==> src/sv/pkdhs_pkg.sv <==
// ----------------------------------------------------------------------------
// Pose key debounce package
// Shared widths, codes and types for the pose key debounce block.
// ----------------------------------------------------------------------------
package pkdhs_pkg;

  localparam int TIME_BITS    = 32;
  localparam int SCORE_BITS   = 16;
  localparam int CFG_BITS     = 20;
  localparam int CFG_IDX_BITS = 3;

  // Configuration register indexes.
  localparam logic [CFG_IDX_BITS-1:0] REG_DEBOUNCE_DOWN = 3'd0;
  localparam logic [CFG_IDX_BITS-1:0] REG_DEBOUNCE_UP   = 3'd1;
  localparam logic [CFG_IDX_BITS-1:0] REG_MIN_HOLD      = 3'd2;
  localparam logic [CFG_IDX_BITS-1:0] REG_ALLOW_EITHER  = 3'd3;

  typedef enum logic [1:0] {
    HAND_LEFT  = 2'd0,
    HAND_RIGHT = 2'd1,
    HAND_NONE  = 2'd2
  } hand_e;

  typedef enum logic [1:0] {
    ST_IDLE      = 2'd0,
    ST_CAND_DOWN = 2'd1,
    ST_PRESSED   = 2'd2,
    ST_CAND_UP   = 2'd3
  } state_e;

  typedef struct packed {
    logic [CFG_BITS-1:0] debounce_down_ticks;
    logic [CFG_BITS-1:0] debounce_up_ticks;
    logic [CFG_BITS-1:0] min_hold_ticks;
    logic                allow_either_hand;
  } cfg_t;

  // Candidate found by one hand lane.
  typedef struct packed {
    logic                  valid;
    logic                  pass;
    logic [SCORE_BITS-1:0] score;
  } cand_t;

  // Candidate chosen by the merge stage.
  typedef struct packed {
    hand_e                 hand;
    logic                  pass;
    logic [SCORE_BITS-1:0] score;
  } best_t;

  typedef struct packed {
    logic [TIME_BITS-1:0]  time_now;
    logic                  view_ok;
    logic                  left_tracked;
    logic                  left_passed;
    logic                  left_palm_ok;
    logic [SCORE_BITS-1:0] left_score;
    logic                  right_tracked;
    logic                  right_passed;
    logic                  right_palm_ok;
    logic [SCORE_BITS-1:0] right_score;
  } in_word_t;

  typedef struct packed {
    logic                  key_pressed;
    logic                  key_changed;
    logic [1:0]            binding_state;
    logic [1:0]            trigger_hand;
    logic [1:0]            best_hand;
    logic [SCORE_BITS-1:0] best_score;
    logic                  best_passed;
  } out_word_t;

endpackage

==> src/sv/pkdhs_lane.sv <==
// ----------------------------------------------------------------------------
// Pose key hand lane
// Turns one hand's tracking, pass, palm and score results into a candidate.
// ----------------------------------------------------------------------------
module pkdhs_lane (
  input  logic                           tracked_i,
  input  logic                           passed_i,
  input  logic                           palm_ok_i,
  input  logic [pkdhs_pkg::SCORE_BITS-1:0] score_i,
  output pkdhs_pkg::cand_t               cand_o
);
  import pkdhs_pkg::*;

  logic usable;

  // A rejected palm keeps the hand valid but zeroes its pass and score.
  assign usable       = tracked_i & palm_ok_i;
  assign cand_o.valid = tracked_i;
  assign cand_o.pass  = usable & passed_i;
  assign cand_o.score = usable ? score_i : '0;

endmodule

==> src/sv/pkdhs_merge.sv <==
// ----------------------------------------------------------------------------
// Pose key hand merge
// Picks the better of the two hand candidates.
// ----------------------------------------------------------------------------
module pkdhs_merge (
  input  logic             view_ok_i,
  input  logic             allow_either_i,
  input  pkdhs_pkg::hand_e holding_hand_i,
  input  pkdhs_pkg::cand_t left_i,
  input  pkdhs_pkg::cand_t right_i,
  output pkdhs_pkg::best_t best_o
);
  import pkdhs_pkg::*;

  logic right_wins;

  // The right hand wins over an invalid left, a lower left score, or an
  // exact tie while it already holds the key.
  assign right_wins = allow_either_i & right_i.valid &
                      (~left_i.valid | (right_i.score > left_i.score) |
                       ((right_i.score == left_i.score) &
                        (holding_hand_i == HAND_RIGHT)));

  always_comb begin
    best_o.hand  = HAND_NONE;
    best_o.pass  = 1'b0;
    best_o.score = '0;
    if (view_ok_i) begin
      if (right_wins) begin
        best_o.hand  = HAND_RIGHT;
        best_o.pass  = right_i.pass;
        best_o.score = right_i.score;
      end else if (left_i.valid) begin
        best_o.hand  = HAND_LEFT;
        best_o.pass  = left_i.pass;
        best_o.score = left_i.score;
      end
    end
  end

endmodule

==> src/sv/pkdhs_fsm.sv <==
// ----------------------------------------------------------------------------
// Pose key debounce machine
// Idle, candidate down, pressed and candidate up states with press and
// release delays and a minimum hold time.
// ----------------------------------------------------------------------------
module pkdhs_fsm (
  input  logic                            clk_i,
  input  logic                            rst_ni,
  input  logic                            fire_i,
  input  logic                            view_ok_i,
  input  logic [pkdhs_pkg::TIME_BITS-1:0] time_now_i,
  input  pkdhs_pkg::cfg_t                 cfg_i,
  input  pkdhs_pkg::best_t                best_i,
  output pkdhs_pkg::hand_e                holding_hand_o,
  output logic                            key_pressed_o,
  output logic                            key_changed_o,
  output pkdhs_pkg::state_e               state_o,
  output pkdhs_pkg::hand_e                trigger_hand_o
);
  import pkdhs_pkg::*;

  state_e               state_q, state_d;
  logic                 pressed_q, pressed_d;
  hand_e                hold_q, hold_d;
  logic [TIME_BITS-1:0] chg_q, chg_d;
  logic [TIME_BITS-1:0] start_q, start_d;
  logic [TIME_BITS-1:0] since_chg, since_start;
  logic                 down_done, up_done, hold_done;

  // Elapsed times wrap modulo the timestamp width.
  assign since_chg   = time_now_i - chg_q;
  assign since_start = time_now_i - start_q;
  assign down_done   = since_chg >= TIME_BITS'(cfg_i.debounce_down_ticks);
  assign up_done     = since_chg >= TIME_BITS'(cfg_i.debounce_up_ticks);
  assign hold_done   = since_start >= TIME_BITS'(cfg_i.min_hold_ticks);

  always_ff @(posedge clk_i or negedge rst_ni) begin
    if (!rst_ni) begin
      state_q   <= ST_IDLE;
      pressed_q <= 1'b0;
      hold_q    <= HAND_NONE;
      chg_q     <= '0;
      start_q   <= '0;
    end else if (fire_i) begin
      state_q   <= state_d;
      pressed_q <= pressed_d;
      hold_q    <= hold_d;
      chg_q     <= chg_d;
      start_q   <= start_d;
    end
  end

  always_comb begin
    state_d   = state_q;
    pressed_d = pressed_q;
    hold_d    = hold_q;
    chg_d     = chg_q;
    start_d   = start_q;
    if (view_ok_i) begin
      case (state_q)
        ST_IDLE: begin
          if (best_i.pass) begin
            chg_d  = time_now_i;
            hold_d = best_i.hand;
            if (cfg_i.debounce_down_ticks != '0) begin
              state_d = ST_CAND_DOWN;
            end else begin
              state_d   = ST_PRESSED;
              pressed_d = 1'b1;
              start_d   = time_now_i;
            end
          end
        end
        ST_CAND_DOWN: begin
          if (!best_i.pass) begin
            state_d = ST_IDLE;
            hold_d  = HAND_NONE;
          end else if (down_done) begin
            state_d   = ST_PRESSED;
            pressed_d = 1'b1;
            start_d   = time_now_i;
          end
        end
        ST_PRESSED: begin
          if (!best_i.pass) begin
            chg_d = time_now_i;
            if ((cfg_i.debounce_up_ticks != '0) || (cfg_i.min_hold_ticks != '0)) begin
              state_d = ST_CAND_UP;
            end else begin
              state_d   = ST_IDLE;
              pressed_d = 1'b0;
              hold_d    = HAND_NONE;
            end
          end else begin
            hold_d = best_i.hand;
          end
        end
        ST_CAND_UP: begin
          if (best_i.pass) begin
            state_d = ST_PRESSED;
            hold_d  = best_i.hand;
          end else if (up_done && hold_done) begin
            state_d   = ST_IDLE;
            pressed_d = 1'b0;
            hold_d    = HAND_NONE;
          end
        end
        default: begin
          state_d = state_q;
        end
      endcase
    end
  end

  assign holding_hand_o = hold_q;
  assign key_pressed_o  = view_ok_i & pressed_d;
  assign key_changed_o  = view_ok_i & (pressed_d != pressed_q);
  assign state_o        = state_d;
  assign trigger_hand_o = hold_d;

endmodule

==> src/sv/pose_key_debounce_with_hand_select.sv <==
// ----------------------------------------------------------------------------
// Pose key debounce with hand select
// One binding's pose key. Each input word is one camera frame: a timestamp,
// a view flag and both hands' tracked, pass, palm and score results. Two hand
// lanes form candidates, a merge stage picks the better hand, and a debounce
// machine turns the chosen pass into a key level with press and release
// delays and a minimum hold time. Every input word gives one output word.
// Both channels use valid and stall. An accepted word is registered in the
// output register; the block accepts a word every cycle while in_stall_o is
// low. The frame update (lane compares, merge and one state step) is
// combinational, and the state step is what the next frame depends on.
// When the receiver stalls, the output word holds and one more word lands in
// a skid register; in_stall_o then rises until the output drains.
// Configuration is a plain write port; the user writes it only while idle,
// as the block does not enforce it. Reset puts the machine in idle with no
// holding hand, zeroes all timing registers and empties the output side.
// ----------------------------------------------------------------------------
module pose_key_debounce_with_hand_select (
  input  logic                               clk_i,
  input  logic                               rst_ni,
  input  logic                               in_valid_i,
  output logic                               in_stall_o,
  input  pkdhs_pkg::in_word_t                in_data_i,
  output logic                               out_valid_o,
  input  logic                               out_stall_i,
  output pkdhs_pkg::out_word_t               out_data_o,
  input  logic                               cfg_we_i,
  input  logic [pkdhs_pkg::CFG_IDX_BITS-1:0] cfg_idx_i,
  input  logic [pkdhs_pkg::CFG_BITS-1:0]     cfg_data_i
);
  import pkdhs_pkg::*;

  cfg_t      cfg_q;
  cand_t     left_cand, right_cand;
  best_t     best;
  hand_e     holding_hand;
  hand_e     trigger_hand;
  state_e    fsm_state;
  logic      key_pressed, key_changed;
  logic      in_fire, out_fire;
  out_word_t new_word;
  out_word_t out_q, skid_q;
  logic      out_valid_q, skid_valid_q;

  // Configuration registers; indexes past the list are ignored.
  always_ff @(posedge clk_i or negedge rst_ni) begin
    if (!rst_ni) begin
      cfg_q <= '0;
    end else if (cfg_we_i) begin
      case (cfg_idx_i)
        REG_DEBOUNCE_DOWN: cfg_q.debounce_down_ticks <= cfg_data_i;
        REG_DEBOUNCE_UP:   cfg_q.debounce_up_ticks   <= cfg_data_i;
        REG_MIN_HOLD:      cfg_q.min_hold_ticks      <= cfg_data_i;
        REG_ALLOW_EITHER:  cfg_q.allow_either_hand   <= cfg_data_i[0];
        default: begin
        end
      endcase
    end
  end

  // Two hand lanes work side by side.
  pkdhs_lane u_left (
    .tracked_i (in_data_i.left_tracked),
    .passed_i  (in_data_i.left_passed),
    .palm_ok_i (in_data_i.left_palm_ok),
    .score_i   (in_data_i.left_score),
    .cand_o    (left_cand)
  );

  pkdhs_lane u_right (
    .tracked_i (in_data_i.right_tracked),
    .passed_i  (in_data_i.right_passed),
    .palm_ok_i (in_data_i.right_palm_ok),
    .score_i   (in_data_i.right_score),
    .cand_o    (right_cand)
  );

  // The merge stage sees the hand that holds the key for tie breaking.
  pkdhs_merge u_merge (
    .view_ok_i      (in_data_i.view_ok),
    .allow_either_i (cfg_q.allow_either_hand),
    .holding_hand_i (holding_hand),
    .left_i         (left_cand),
    .right_i        (right_cand),
    .best_o         (best)
  );

  // The machine only advances on an accepted word.
  assign in_fire  = in_valid_i & ~skid_valid_q;
  assign out_fire = out_valid_q & ~out_stall_i;

  pkdhs_fsm u_fsm (
    .clk_i          (clk_i),
    .rst_ni         (rst_ni),
    .fire_i         (in_fire),
    .view_ok_i      (in_data_i.view_ok),
    .time_now_i     (in_data_i.time_now),
    .cfg_i          (cfg_q),
    .best_i         (best),
    .holding_hand_o (holding_hand),
    .key_pressed_o  (key_pressed),
    .key_changed_o  (key_changed),
    .state_o        (fsm_state),
    .trigger_hand_o (trigger_hand)
  );

  always_comb begin
    new_word.key_pressed   = key_pressed;
    new_word.key_changed   = key_changed;
    new_word.binding_state = fsm_state;
    new_word.trigger_hand  = trigger_hand;
    new_word.best_hand     = best.hand;
    new_word.best_score    = best.score;
    new_word.best_passed   = best.pass;
  end

  // Output register with a one-word skid behind it. The skid only fills when
  // a word arrives while the output word is stalled.
  always_ff @(posedge clk_i or negedge rst_ni) begin
    if (!rst_ni) begin
      out_valid_q  <= 1'b0;
      skid_valid_q <= 1'b0;
    end else if (skid_valid_q) begin
      if (out_fire) begin
        skid_valid_q <= 1'b0;
      end
    end else if (in_fire) begin
      if (out_valid_q && !out_fire) begin
        skid_valid_q <= 1'b1;
      end else begin
        out_valid_q <= 1'b1;
      end
    end else if (out_fire) begin
      out_valid_q <= 1'b0;
    end
  end

  always_ff @(posedge clk_i) begin
    if (skid_valid_q) begin
      if (out_fire) begin
        out_q <= skid_q;
      end
    end else if (in_fire) begin
      if (out_valid_q && !out_fire) begin
        skid_q <= new_word;
      end else begin
        out_q <= new_word;
      end
    end
  end

  assign in_stall_o  = skid_valid_q;
  assign out_valid_o = out_valid_q;
  assign out_data_o  = out_q;

endmodule

==> config.mk <==
export PLATFORM = sky130hd
export DESIGN_NAME = pose_key_debounce_with_hand_select
export DESIGN_NICKNAME = d
export VERILOG_FILES = /design/src/sv/pkdhs_pkg.sv /design/src/sv/pkdhs_lane.sv /design/src/sv/pkdhs_merge.sv /design/src/sv/pkdhs_fsm.sv /design/src/sv/pose_key_debounce_with_hand_select.sv
export SDC_FILE = /design/constraint.sdc
export NUM_CORES = 1
export LEC_CHECK = 0
export BUFFER_PORTS_ARGS = -buffer_cell sky130_fd_sc_hd__clkbuf_2
export CORE_UTILIZATION = 56
export DETAILED_ROUTE_END_ITERATION = 10
export PLACE_DENSITY_LB_ADDON = 0.2
export SYNTH_ARGS = -nofsm -noshare
export SYNTH_HDL_FRONTEND = slang
export SYNTH_HIERARCHICAL = 1
export SYNTH_SLANG_ARGS = --single-unit
==> constraint.sdc <==
create_clock -name clk_i -period 4.95 [get_ports clk_i]
set_clock_uncertainty 0.2 [all_clocks]
set_input_delay 0.495 -clock clk_i [delete_from_list [all_inputs] [get_ports clk_i]]
set_output_delay 0.495 -clock clk_i [all_outputs]
set_load 0.01 [all_outputs]
==> flow_metrics.tcl, run 1 <==
set metrics [dict create \
    cpLargestDelayFamily "compound AO/OA/AOI/OAI gates" \
    synth_area_per_cell_um2 9.63 \
    synthArstFlopShare 0.725 \
    yosys.area.top_type "dfrtp_1" \
    drive_gt1_frac 0.274 \
    setup_violations 1 \
    path_cells "inv_1 > ha_1 > a21o_1 > a31o_2 > o21ai_0 > buf_4 > nand3b_1 > a31oi_1 > o21ai_0 > xor2_1 > ha_1 > nand4_1 > nor3_2 > a21oi_1 > o211ai_1 > a211oi_1 > nand3_1 > nand4bb_4 > nor4_4 > or4_4 > a41oi_4 > mux2_4" \
    min-delay-start "cfg_data_i[2]" \
    max_stage_delay_ns 0.44 \
    cp.required_ns 4.94 \
    clkLatencyLatePin_ns 0.44 \
    synth_top_family_by_area "compound AO/OA/AOI/OAI gates" \
    power.density_nw_per_um2 496 \
    h-tree-depth 4 \
    final_nets 1933 \
    cts_root_buffer "clkbuf_16" \
    yosys.area_share.simple 0.147 \
    fmax_mhz 202 \
    violations "setup timing" \
    slowest_stage "nor4_4" \
    synth_top_area_share 0.230 \
    cp-start-kind "flop" \
    syn_nets 1721 \
    io_pins 126 \
    fp.dieW_um 162 \
    synth_edf_count 50 \
    synth_seq_cells 182 \
    pwr-share-comb 0.560 \
    p_seq_frac 0.269 \
    finalHoldViolations 0 \
    synth_warnings 6 \
    sw_frac_of_total 0.423 \
    synth.yosys.seq_area_share 0.337 \
    syn_area_um2 14300 \
    grt_usage 0.287 \
    synthMuxAreaShare 0.127 \
    overflow 0 \
    vias_per_cell 5.89 \
    io_buffer_count 125 \
    fin_tns_setup_ns -0.00313 \
    route.antenna.remaining_nets 0 \
    dpl.cell_count 1996 \
    fin_crit_ns 4.95 \
    wl_per_cell_um 18.1 \
    initial_core_util 0.569 \
    grt_pass1_vias 11600 \
    min_path_type "input pin to flop" \
    grt_pass1_wl_mm 59.4 \
    clockBufferDepth 2 \
    internal_power_mw 4.75 \
    synth_compound_area_frac 0.162 \
    startpoint "u_fsm/start_q[4]$_DFFE_PN0P_" \
    die_area_um2 26100 \
    synth_cells 1482 \
    wl_mm 37.0 \
    power.leakage_nw 7.70 \
    cts_tree "built" \
    pwr-share-clk 0.170 \
    clk_pin_slew_worst_paths_ns 0.09 \
    numCtsBuffers 17 \
    synthFlopType "dfrtp_1" \
    synth_adder_area_share 0.124 \
    arrival_ns 4.95 \
    crit_type "flop to flop" \
    max-slew-margin-rel 0.246 \
    min_period_over_period 1.00 \
    die_height_um 162 \
    drc_errors 0 \
    synth_cell_type_count 92 \
    stdcell_count 2037 \
    tightestPinTransition_ns 1.13 \
    crit_path_end_kind "flop" \
    design_area_um2 16600 \
    p_switching_mw 3.49 \
    drt_iter0_drc 943 \
    p_total_mw 8.24 \
    slew_violations 0 \
    maxCapViolations 0 \
    synth_xor_area_frac 0.0325 \
    post_dp_cell_area_um2 15800 \
    dr_total_vias 12000 \
    r2r-start "u_fsm/start_q[4]$_DFFE_PN0P_" \
    critPathMaxFanout 5 \
    setup_slack_ns -0.00313 \
    grt_max_degree 85 \
    rsz0062_at_grt "yes" \
    antenna_cells 0 \
    critPathBufInv 2 \
    syn_to_final_growth_pct 16.5 \
    gp_congestion 0.934 \
    core-area_um2 25100 \
    cts_sinks 182 \
    antenna_found_initial 0 \
    rows 58 \
    dp_hpwl_mm 28.3 \
    peakVddDrop_mv 0.339 \
    status "finished, violations left" \
    post-place-ws_ns -0.610 \
    first_pass_iters 5 \
    synth_area_leaders "dfrtp_1 (23%), ha_1 (12%), edfxtp_1 (11%)" \
]
==> cells by family after synthesis <==
kind of cell | count (synthesis)
AOI/OAI and AO/OA | 348
muxes | 140
adders and majority gates | 140
and+or+nand+nor | 399
buffers and inverters | 220
DFF | 182
xor gates and xnor gates | 53
==> area by class of cell <==
type | count | area (um^2)
Clock buffer | 18 | 429
Tap cell | 330 | 413
Multi-Input combinational cell | 1080 | 8600
Fill cell | 2084 | 8480
Sequential cell | 182 | 4810
Timing Repair Buffer | 250 | 1600
Clock inverter | 14 | 170
Inverter | 163 | 612
==> power by group through the flow <==
stage                     registers [mW]  logic [mW]  clock network [mW]
final                               2.22        4.62                1.40
after global routing                2.26        5.09                1.48
after CTS                           2.22        4.48                1.42
after detailed placement            2.25        4.40                   0
after global placement              2.23        4.28                   0
after floorplan                     2.22        2.98                   0
==> repair_timing <==
item | in CTS | in global routing
hold endpoints to repair | 82 | 0
buffers inserted | 3 | 5
gates resized for setup | 4 | 20
hold buffers | 1 | 0
pin swaps | 3 | 16
setup endpoints to repair | 8 | 46
==> path summary, 6_finish.rpt <==
kind | to | slack [ns] | cells after the start
worst max-delay path | out_data_o[20]$_DFFE_PP_ | -0.003 | 22
worst min-delay path | cfg_q[3]$_DFFE_PN0P_ | 0.11 | 2
worst max register to register | out_data_o[20]$_DFFE_PP_ | -0.003 | 22
worst min register to register | u_fsm/start_q[14]$_DFFE_PN0P_ | 0.31 | 1
max in group asynchronous | u_fsm/start_q[12]$_DFFE_PN0P_ | 2.91 | 3
min in group asynchronous | in_stall_o$_DFF_PN0_ | 0.47 | 2
==> routing by layer <==
metal,up-vias,routed length [um],part of all wire,GRT usage
met5,-,0,0,0
met4,0,1140,0.031,0.109
met3,76,1890,0.051,0.0340
met2,407,17400,0.47,0.472
met1,5741,16600,0.45,0.387
li1,5773,-,-,-
==> metrics by stage <==
step / hold slack [ns] / util
4_1_cts: 0.0968 / 0.656
3_3_place_gp: 0.290 / 0.630
6_report: 0.107 / 0.662
5_1_grt: 0.103 / 0.662
2_1_floorplan: -0.000591 / -
3_5_place_dp: 0.293 / 0.630
==> cell usage in the layout, fill, tap and decap left out, types with 5 or more instances in the layout <==
cell         n
a211o_1      5
a211oi_1    12
a21o_1      31
a21oi_1     89
a21oi_2      9
a31oi_1      9
and2_1       7
and3_1      25
and3_2      14
buf_4      121
clkbuf_16   17
clkbuf_2   124
clkinv_8     5
dfrtp_1    131
edfxtp_1    50
ha_1       137
inv_1      161
mux2_2      47
mux2_4      72
mux2i_1     20
nand2_1    154
nand2b_1    13
nand3_1     25
nand4_1     33
nor2_1      47
nor2b_1     10
nor3_1      15
nor4_1      20
o211ai_1    23
o21a_1       8
o21ai_0     87
o21bai_1     6
o221ai_1     5
o31a_1       5
or3_1        5
xnor2_1     31
xor2_1      20
==> Yosys cell counts (14+ instances only) <==
| master | number |
|---|---|
| xor2_1 | 21 |
| inv_1 | 162 |
| a21oi_1 | 92 |
| buf_2 | 14 |
| mux2_2 | 49 |
| o211ai_1 | 23 |
| o21ai_0 | 89 |
| clkbuf_1 | 26 |
| nor3_1 | 16 |
| dfrtp_1 | 131 |
| a21o_1 | 31 |
| and3_2 | 14 |
| mux2i_1 | 20 |
| nor4_1 | 20 |
| xnor2_1 | 32 |
| nor2_1 | 49 |
| and3_1 | 25 |
| nand4_1 | 33 |
| ha_1 | 138 |
| mux2_4 | 70 |
| nand3_1 | 25 |
| edfxtp_1 | 50 |
| nand2_1 | 154 |
==> sequential cells by signal, summed over array words and instances, names as in the netlist <==
register,count
u_fsm/holding_hand_o,2
u_fsm/pressed_q,1
out_valid_o,1
skid_q,25
u_fsm/state_q,2
u_fsm/start_q,32
in_stall_o,1
cfg_q,61
u_fsm/chg_q,32
out_data_o,25
Power figures use the tool's default switching activity.
==> run 2, diff against run 1 <==
--- a/config.mk
+++ b/config.mk
@@ -5,7 +5,9 @@
 export SDC_FILE = /design/constraint.sdc
 export NUM_CORES = 1
 export LEC_CHECK = 0
+export ABC_AREA = 1
 export BUFFER_PORTS_ARGS = -buffer_cell sky130_fd_sc_hd__clkbuf_2
+export CORE_MARGIN = 3
 export CORE_UTILIZATION = 56
 export DETAILED_ROUTE_END_ITERATION = 10
 export PLACE_DENSITY_LB_ADDON = 0.2
==> flow_metrics.tcl, run 2 <==
set metrics [dict create \
    syn_to_final_growth_pct 9.68 \
    numCtsBuffers 17 \
    cp.required_ns 4.95 \
    synthArstFlopShare 0.725 \
    largestRegisters "cfg_q: 61 flops, u_fsm/chg_q: 32 flops, u_fsm/start_q: 32 flops" \
    io_pins 126 \
    critPathMaxFanout 3 \
    cp-start-kind "flop" \
    synthFlopType "dfrtp_1" \
    synth_most_common_cell "nand2_1" \
    clk_pin_slew_worst_paths_ns 0.09 \
    max_stage_delay_ns 0.45 \
    tightestPinTransition_ns 0.939 \
    grt_pass1_vias 13700 \
    grt_max_degree 92 \
    slowest_stage "fa_1" \
    io_buffer_count 125 \
    h-tree-depth 4 \
    drc_errors 0 \
    synth_cells 2276 \
    syn_nets 2515 \
    grt_pass1_wl_mm 68.8 \
    syn_area_um2 15100 \
    setup_violations 0 \
    final_nets 2620 \
    dr_total_vias 14600 \
    fin_hold_ws_ns 0.0954 \
    antenna_found_initial 0 \
    largest_register_ffs 61 \
    synth_warnings 6 \
    cts_tree "built" \
    synth.yosys.seq_area_share 0.318 \
    slew_violations 0 \
    dpl.cell_count 2696 \
    fp.dieW_um 170 \
    min_period_over_period 0.913 \
    yosys.area.top_type "dfrtp_1" \
    clockBufferDepth 2 \
    overflow 0 \
    synth_cell_type_count 47 \
    grt_usage 0.298 \
    final_cell_mix "nand2_1 (808), inv_1 (431), nor2_1 (164)" \
    synthTopCellsByCount "nand2_1 (808), inv_1 (431), nor2_1 (166)" \
    wl_mm 43.4 \
    cts_root_buffer "clkbuf_16" \
    clkLatencyLatePin_ns 0.45 \
    wl_per_cell_um 15.9 \
    maxCapViolations 0 \
    initial_core_util 0.575 \
    p_total_mw 8.76 \
    power.density_nw_per_um2 529 \
    first_pass_iters 5 \
    antenna_cells 0 \
    fmax_mhz 221 \
    synth_edf_count 50 \
    stdcell_count 2729 \
    fin_tns_setup_ns 0 \
    fin_crit_ns 4.52 \
    synth_area_leaders "dfrtp_1 (22%), nand2_1 (20%), ha_1 (11%)" \
    power.leakage_nw 9.31 \
    crit_type "flop to flop" \
    status "complete, no violations" \
    fin_util 0.631 \
    finalHoldViolations 0 \
    synth_area_per_cell_um2 6.64 \
    die_height_um 170 \
    gp_congestion 0.980 \
    cts_sinks 182 \
    cts_setup_buffers 0 \
    arrival_ns 4.52 \
    max-slew-margin-rel 0.373 \
    core-area_um2 26300 \
    path_common_cell "nand2_1" \
    synth_seq_cells 182 \
    dp_hpwl_mm 34.5 \
    die_area_um2 29000 \
    synth_top_area_share 0.217 \
    rows 59 \
    drt_iter0_drc 1300 \
    route.antenna.remaining_nets 0 \
    largest-register "cfg_q" \
    peakVddDrop_mv 0.262 \
    rsz0062_at_grt "no" \
    vias_per_cell 5.35 \
    min_path_type "input pin to flop" \
    final_common_cell "nand2_1" \
    crit_path_end_kind "flop" \
    drive_gt1_frac 0.0886 \
]
-- run 2: changes by cell type after synthesis, moves of 24 or more --
cell and change:
mux2_4 -70, nor2_1 +117, o21ai_1 +24, a21o_1 -26, nand2_1 +654, inv_1 +269
mux2_2 -49, o21ai_0 -37, nand3_1 +108
-- run 2: metrics by stage --
| step | setup WS [ns] | instance area (um^2) |
|---|---|---|
| 6_report | 0.428 | 16600 |
| 5_1_grt | 0.196 | 16600 |
| 4_1_cts | 0.589 | 16600 |
| 3_5_place_dp | 0.364 | 15900 |
| 3_3_place_gp | 0.436 | 15900 |
| 2_1_floorplan | 1.16 | 15100 |
-- run 2: worst max-delay path: cells and delay by family, from the launching register on --
family                     cells  cell delay [ns]
and+or+nand+nor               26             2.43
buffers and inverters          1             0.06
DFF                            1             0.36
adders and majority gates      3             0.80
xor gates and xnor gates       1             0.25
AOI/OAI and AO/OA              1             0.17
-- run 2: cell families (layout without fill, tap and decap cells) --
logic type / count (synthesis) / after routing / synth area share
AO/OA/AOI/OAI: 211 / 211 / 0.0801
XOR/XNOR: 39 / 39 / 0.0226
adder cells (fa/ha/maj): 140 / 140 / 0.117
flip-flops: 182 / 182 / 0.318
buffers and inverters: 488 / 606 / 0.130
AND/OR/NAND/NOR: 1216 / 1216 / 0.333
-- run 2: final timing paths --
path / start / end / slack, ns / cells after the start
setup reg to reg: u_fsm/start_q[0]$_DFFE_PN0P_ / out_data_o[23]$_DFFE_PP_ / 0.43 / 32
hold reg to reg: cfg_q[58]$_DFFE_PN0P_ / cfg_q[58]$_DFFE_PN0P_ / 0.28 / 2
min in group asynchronous: rst_ni / cfg_q[43]$_DFFE_PN0P_ / 0.47 / 2
max in group asynchronous: rst_ni / u_fsm/chg_q[26]$_DFFE_PN0P_ / 2.98 / 3
setup / recovery: u_fsm/start_q[0]$_DFFE_PN0P_ / out_data_o[23]$_DFFE_PP_ / 0.43 / 32
hold / removal: cfg_data_i[11] / cfg_q[52]$_DFFE_PN0P_ / 0.1 / 3
-- run 2: cell type report --
type,count,area [um^2]
clock buffer,17,425
clock inverter,15,193
fill,2509,9710
inverter,436,1640
multi-input combinational,1606,8360
sequential,182,4810
tap,335,419
timing repair buffer,138,732
-- run 2: metal layers --
layer  share of wire  global-route usage  vias to the layer above  wire, um
li1                -                   -                     7283         -
met1            0.45               0.419                     6722     19600
met2            0.46               0.485                      521     19900
met3           0.067              0.0420                       79      2900
met4           0.024              0.0825                        0      1040
met5               0                   0                        -         0
-- run 2: power by group --
group          switching [mW]  total [mW]  internal, mW  leakage (nW)
Sequential              0.268        2.30          2.03          2.17
Combinational            3.23        5.02          1.78          6.85
Clock                   0.752        1.45         0.694         0.295
Total                    4.25        8.76          4.51          9.31
-- run 2: repair_timing --
| item | CTS | global route |
|---|---|---|
| gates resized for setup | 0 | 0 |
| hold endpoints to repair | 89 | 0 |
| hold buffers | 1 | 0 |
==> run 3, diff against run 2 <==
--- a/config.mk
+++ b/config.mk
@@ -10,7 +10,8 @@
 export CORE_MARGIN = 3
 export CORE_UTILIZATION = 56
 export DETAILED_ROUTE_END_ITERATION = 10
-export PLACE_DENSITY_LB_ADDON = 0.2
+export PLACE_DENSITY = 0.78
+export RECOVER_POWER = 25
 export SYNTH_ARGS = -nofsm -noshare
 export SYNTH_HDL_FRONTEND = slang
 export SYNTH_HIERARCHICAL = 1
==> flow_metrics.tcl, run 3 (synthesized netlist as in run 2, its figures left out) <==
set metrics [dict create \
    status "finished, violations left" \
    violations "capacitance limit, slew limit" \
    io_pins 126 \
    first_pass_iters 6 \
    fmax_mhz 236 \
    largestRegisters "cfg_q: 61 flops, u_fsm/chg_q: 32 flops, u_fsm/start_q: 32 flops" \
    slew_violations 125 \
    setup.worst_path.end "out_data_o[20]$_DFFE_PP_" \
    route.antenna.remaining_nets 0 \
    h-tree-depth 4 \
    setup_slack_ns 0.709 \
    clockBufferDepth 2 \
    numCtsBuffers 17 \
    crit_path_end_kind "flop" \
    finalHoldViolations 0 \
    clk_pin_slew_worst_paths_ns 0.08 \
    drc_errors 0 \
    setup_violations 0 \
    pwr-share-comb 0.575 \
    cts_root_buffer "clkbuf_16" \
    pwr-share-clk 0.161 \
    startpoint "u_fsm/start_q[2]$_DFFE_PN0P_" \
    crit_type "flop to flop" \
    final_common_cell "nand2_1" \
    clkLatencyLatePin_ns 0.45 \
    grt_max_degree 87 \
    initial_core_util 0.575 \
    multi_input_area_um2 8350 \
    cp-start-kind "flop" \
    dr_total_vias 14600 \
    syn_to_final_growth_pct 9.41 \
    internal_power_mw 4.53 \
    critPathMaxFanout 5 \
    grt_usage 0.294 \
    fin_crit_ns 4.24 \
    fin_tns_setup_ns 0 \
    max-slew-margin-rel -0.534 \
    gp_congestion 1.00 \
    min-delay-start "cfg_data_i[2]" \
    p_switching_mw 4.15 \
    arrival_ns 4.24 \
    largest-register "cfg_q" \
    timing.rr.end "out_data_o[20]$_DFFE_PP_" \
    grt_pass1_vias 13700 \
    antenna_found_initial 0 \
    dp_hpwl_mm 33.8 \
    cp.required_ns 4.95 \
    r2r-start "u_fsm/start_q[2]$_DFFE_PN0P_" \
    power.density_nw_per_um2 525 \
    worstRegToRegCells 27 \
    fin_util 0.629 \
    cts_tree "built" \
    min_period_over_period 0.857 \
    post-place-ws_ns 0.594 \
    nFillCells 2494 \
    final_cell_mix "nand2_1 (808), inv_1 (431), nor2_1 (165)" \
    grt_pass1_wl_mm 68.1 \
    core-area_um2 26300 \
    die_height_um 170 \
    wl_per_cell_um 15.6 \
    antenna_cells 0 \
    rsz0062_at_grt "no" \
    wl_mm 42.5 \
    drt_iter0_drc 1557 \
    tightestPinTransition_ns 2.29 \
    drive_gt1_frac 0.0831 \
    final_nets 2621 \
    p_seq_frac 0.264 \
    maxCapViolations 2 \
    rows 59 \
    cts_sinks 182 \
    power.leakage_nw 9.28 \
    r2r_setup_slack_ns 0.71 \
    peakVddDrop_mv 0.275 \
    vias_per_cell 5.36 \
    largest_register_ffs 61 \
    die_area_um2 29000 \
    register_area_um2 4810 \
    io_buffer_count 125 \
    min_path_type "input pin to flop" \
    p_total_mw 8.68 \
    cts_resized 0 \
    overflow 0 \
    fp.dieW_um 170 \
    post_dp_cell_area_um2 16000 \
    design_area_um2 16500 \
    sw_frac_of_total 0.478 \
]
[run 3: how the worst min path moves through the flow]
| stage | depth (start not counted) | endpoint |
|---|---|---|
| global placement | 2 | cfg_q[37]$_DFFE_PN0P_ |
| CTS | 3 | in_stall_o$_DFF_PN0_ |
| global route | 3 | cfg_q[3]$_DFFE_PN0P_ |
| finish | 3 | cfg_q[23]$_DFFE_PN0P_ |
| floorplan | 0 | cfg_q[0]$_DFFE_PN0P_ |
| detailed placement | 2 | cfg_q[2]$_DFFE_PN0P_ |
[run 3: per-stage QoR]
step / hold WS (ns) / cells
floorplan: -0.000591 / 2276
global placement: 0.255 / 2697
detailed placement: 0.263 / 2697
CTS: 0.0998 / 2730
global route: 0.113 / 2730
finish: 0.115 / 2730
[run 3: repair_timing]
item,in CTS,in global routing
endpoints found under the setup margin,0,0
hold buffers,1,0
setup buffers,0,0
hold endpoints to repair,85,0
[run 3: layout make-up]
class                   count  share of cell area
clock buffers              17              0.0257
clock inverters            15             0.00969
inverters                 436              0.0990
multi-input cells        1606               0.505
flip-flops and latches    182               0.291
well taps                 335              0.0254
repair buffers            139              0.0443
[run 3: layer usage]
metal | up-vias | wire (um) | track usage
met3 | 76 | 2640 | 0.0355
met1 | 6748 | 19800 | 0.423
met2 | 526 | 19000 | 0.470
li1 | 7292 | - | -
met5 | - | 0 | 0
met4 | 0 | 1020 | 0.0847
[run 3: power by group through the flow]
stage	Clock (mW)	Sequential (mW)	Combinational [mW]
2_1_floorplan	0	2.28	3.59
3_3_place_gp	0	2.31	4.74
3_5_place_dp	0	2.32	4.89
4_1_cts	1.42	2.29	4.92
5_1_grt	1.47	2.35	5.68
6_report	1.40	2.30	4.99
[run 3: critical path: stages (launching register included)]
cell and delay, ns:
dfrtp_1 0.35, inv_1 0.05, ha_1 0.35, a21oi_1 0.17, nand2_1 0.14, nand2_1 0.09
nand2_1 0.12, nand2_1 0.09, nand2_1 0.11, a21oi_1 0.19, xnor2_1 0.18, ha_1 0.30
a21oi_1 0.16, nor2_1 0.06, a211oi_1 0.20, nand3_1 0.13, nor2_1 0.10, nand2_1 0.06
nor2_1 0.10, nand2_1 0.14, nand2_1 0.15, nand2_1 0.06, nand3_1 0.07, nand3_1 0.08
o21ai_0 0.10, inv_1 0.08, nand2_1 0.08, nand2_1 0.07
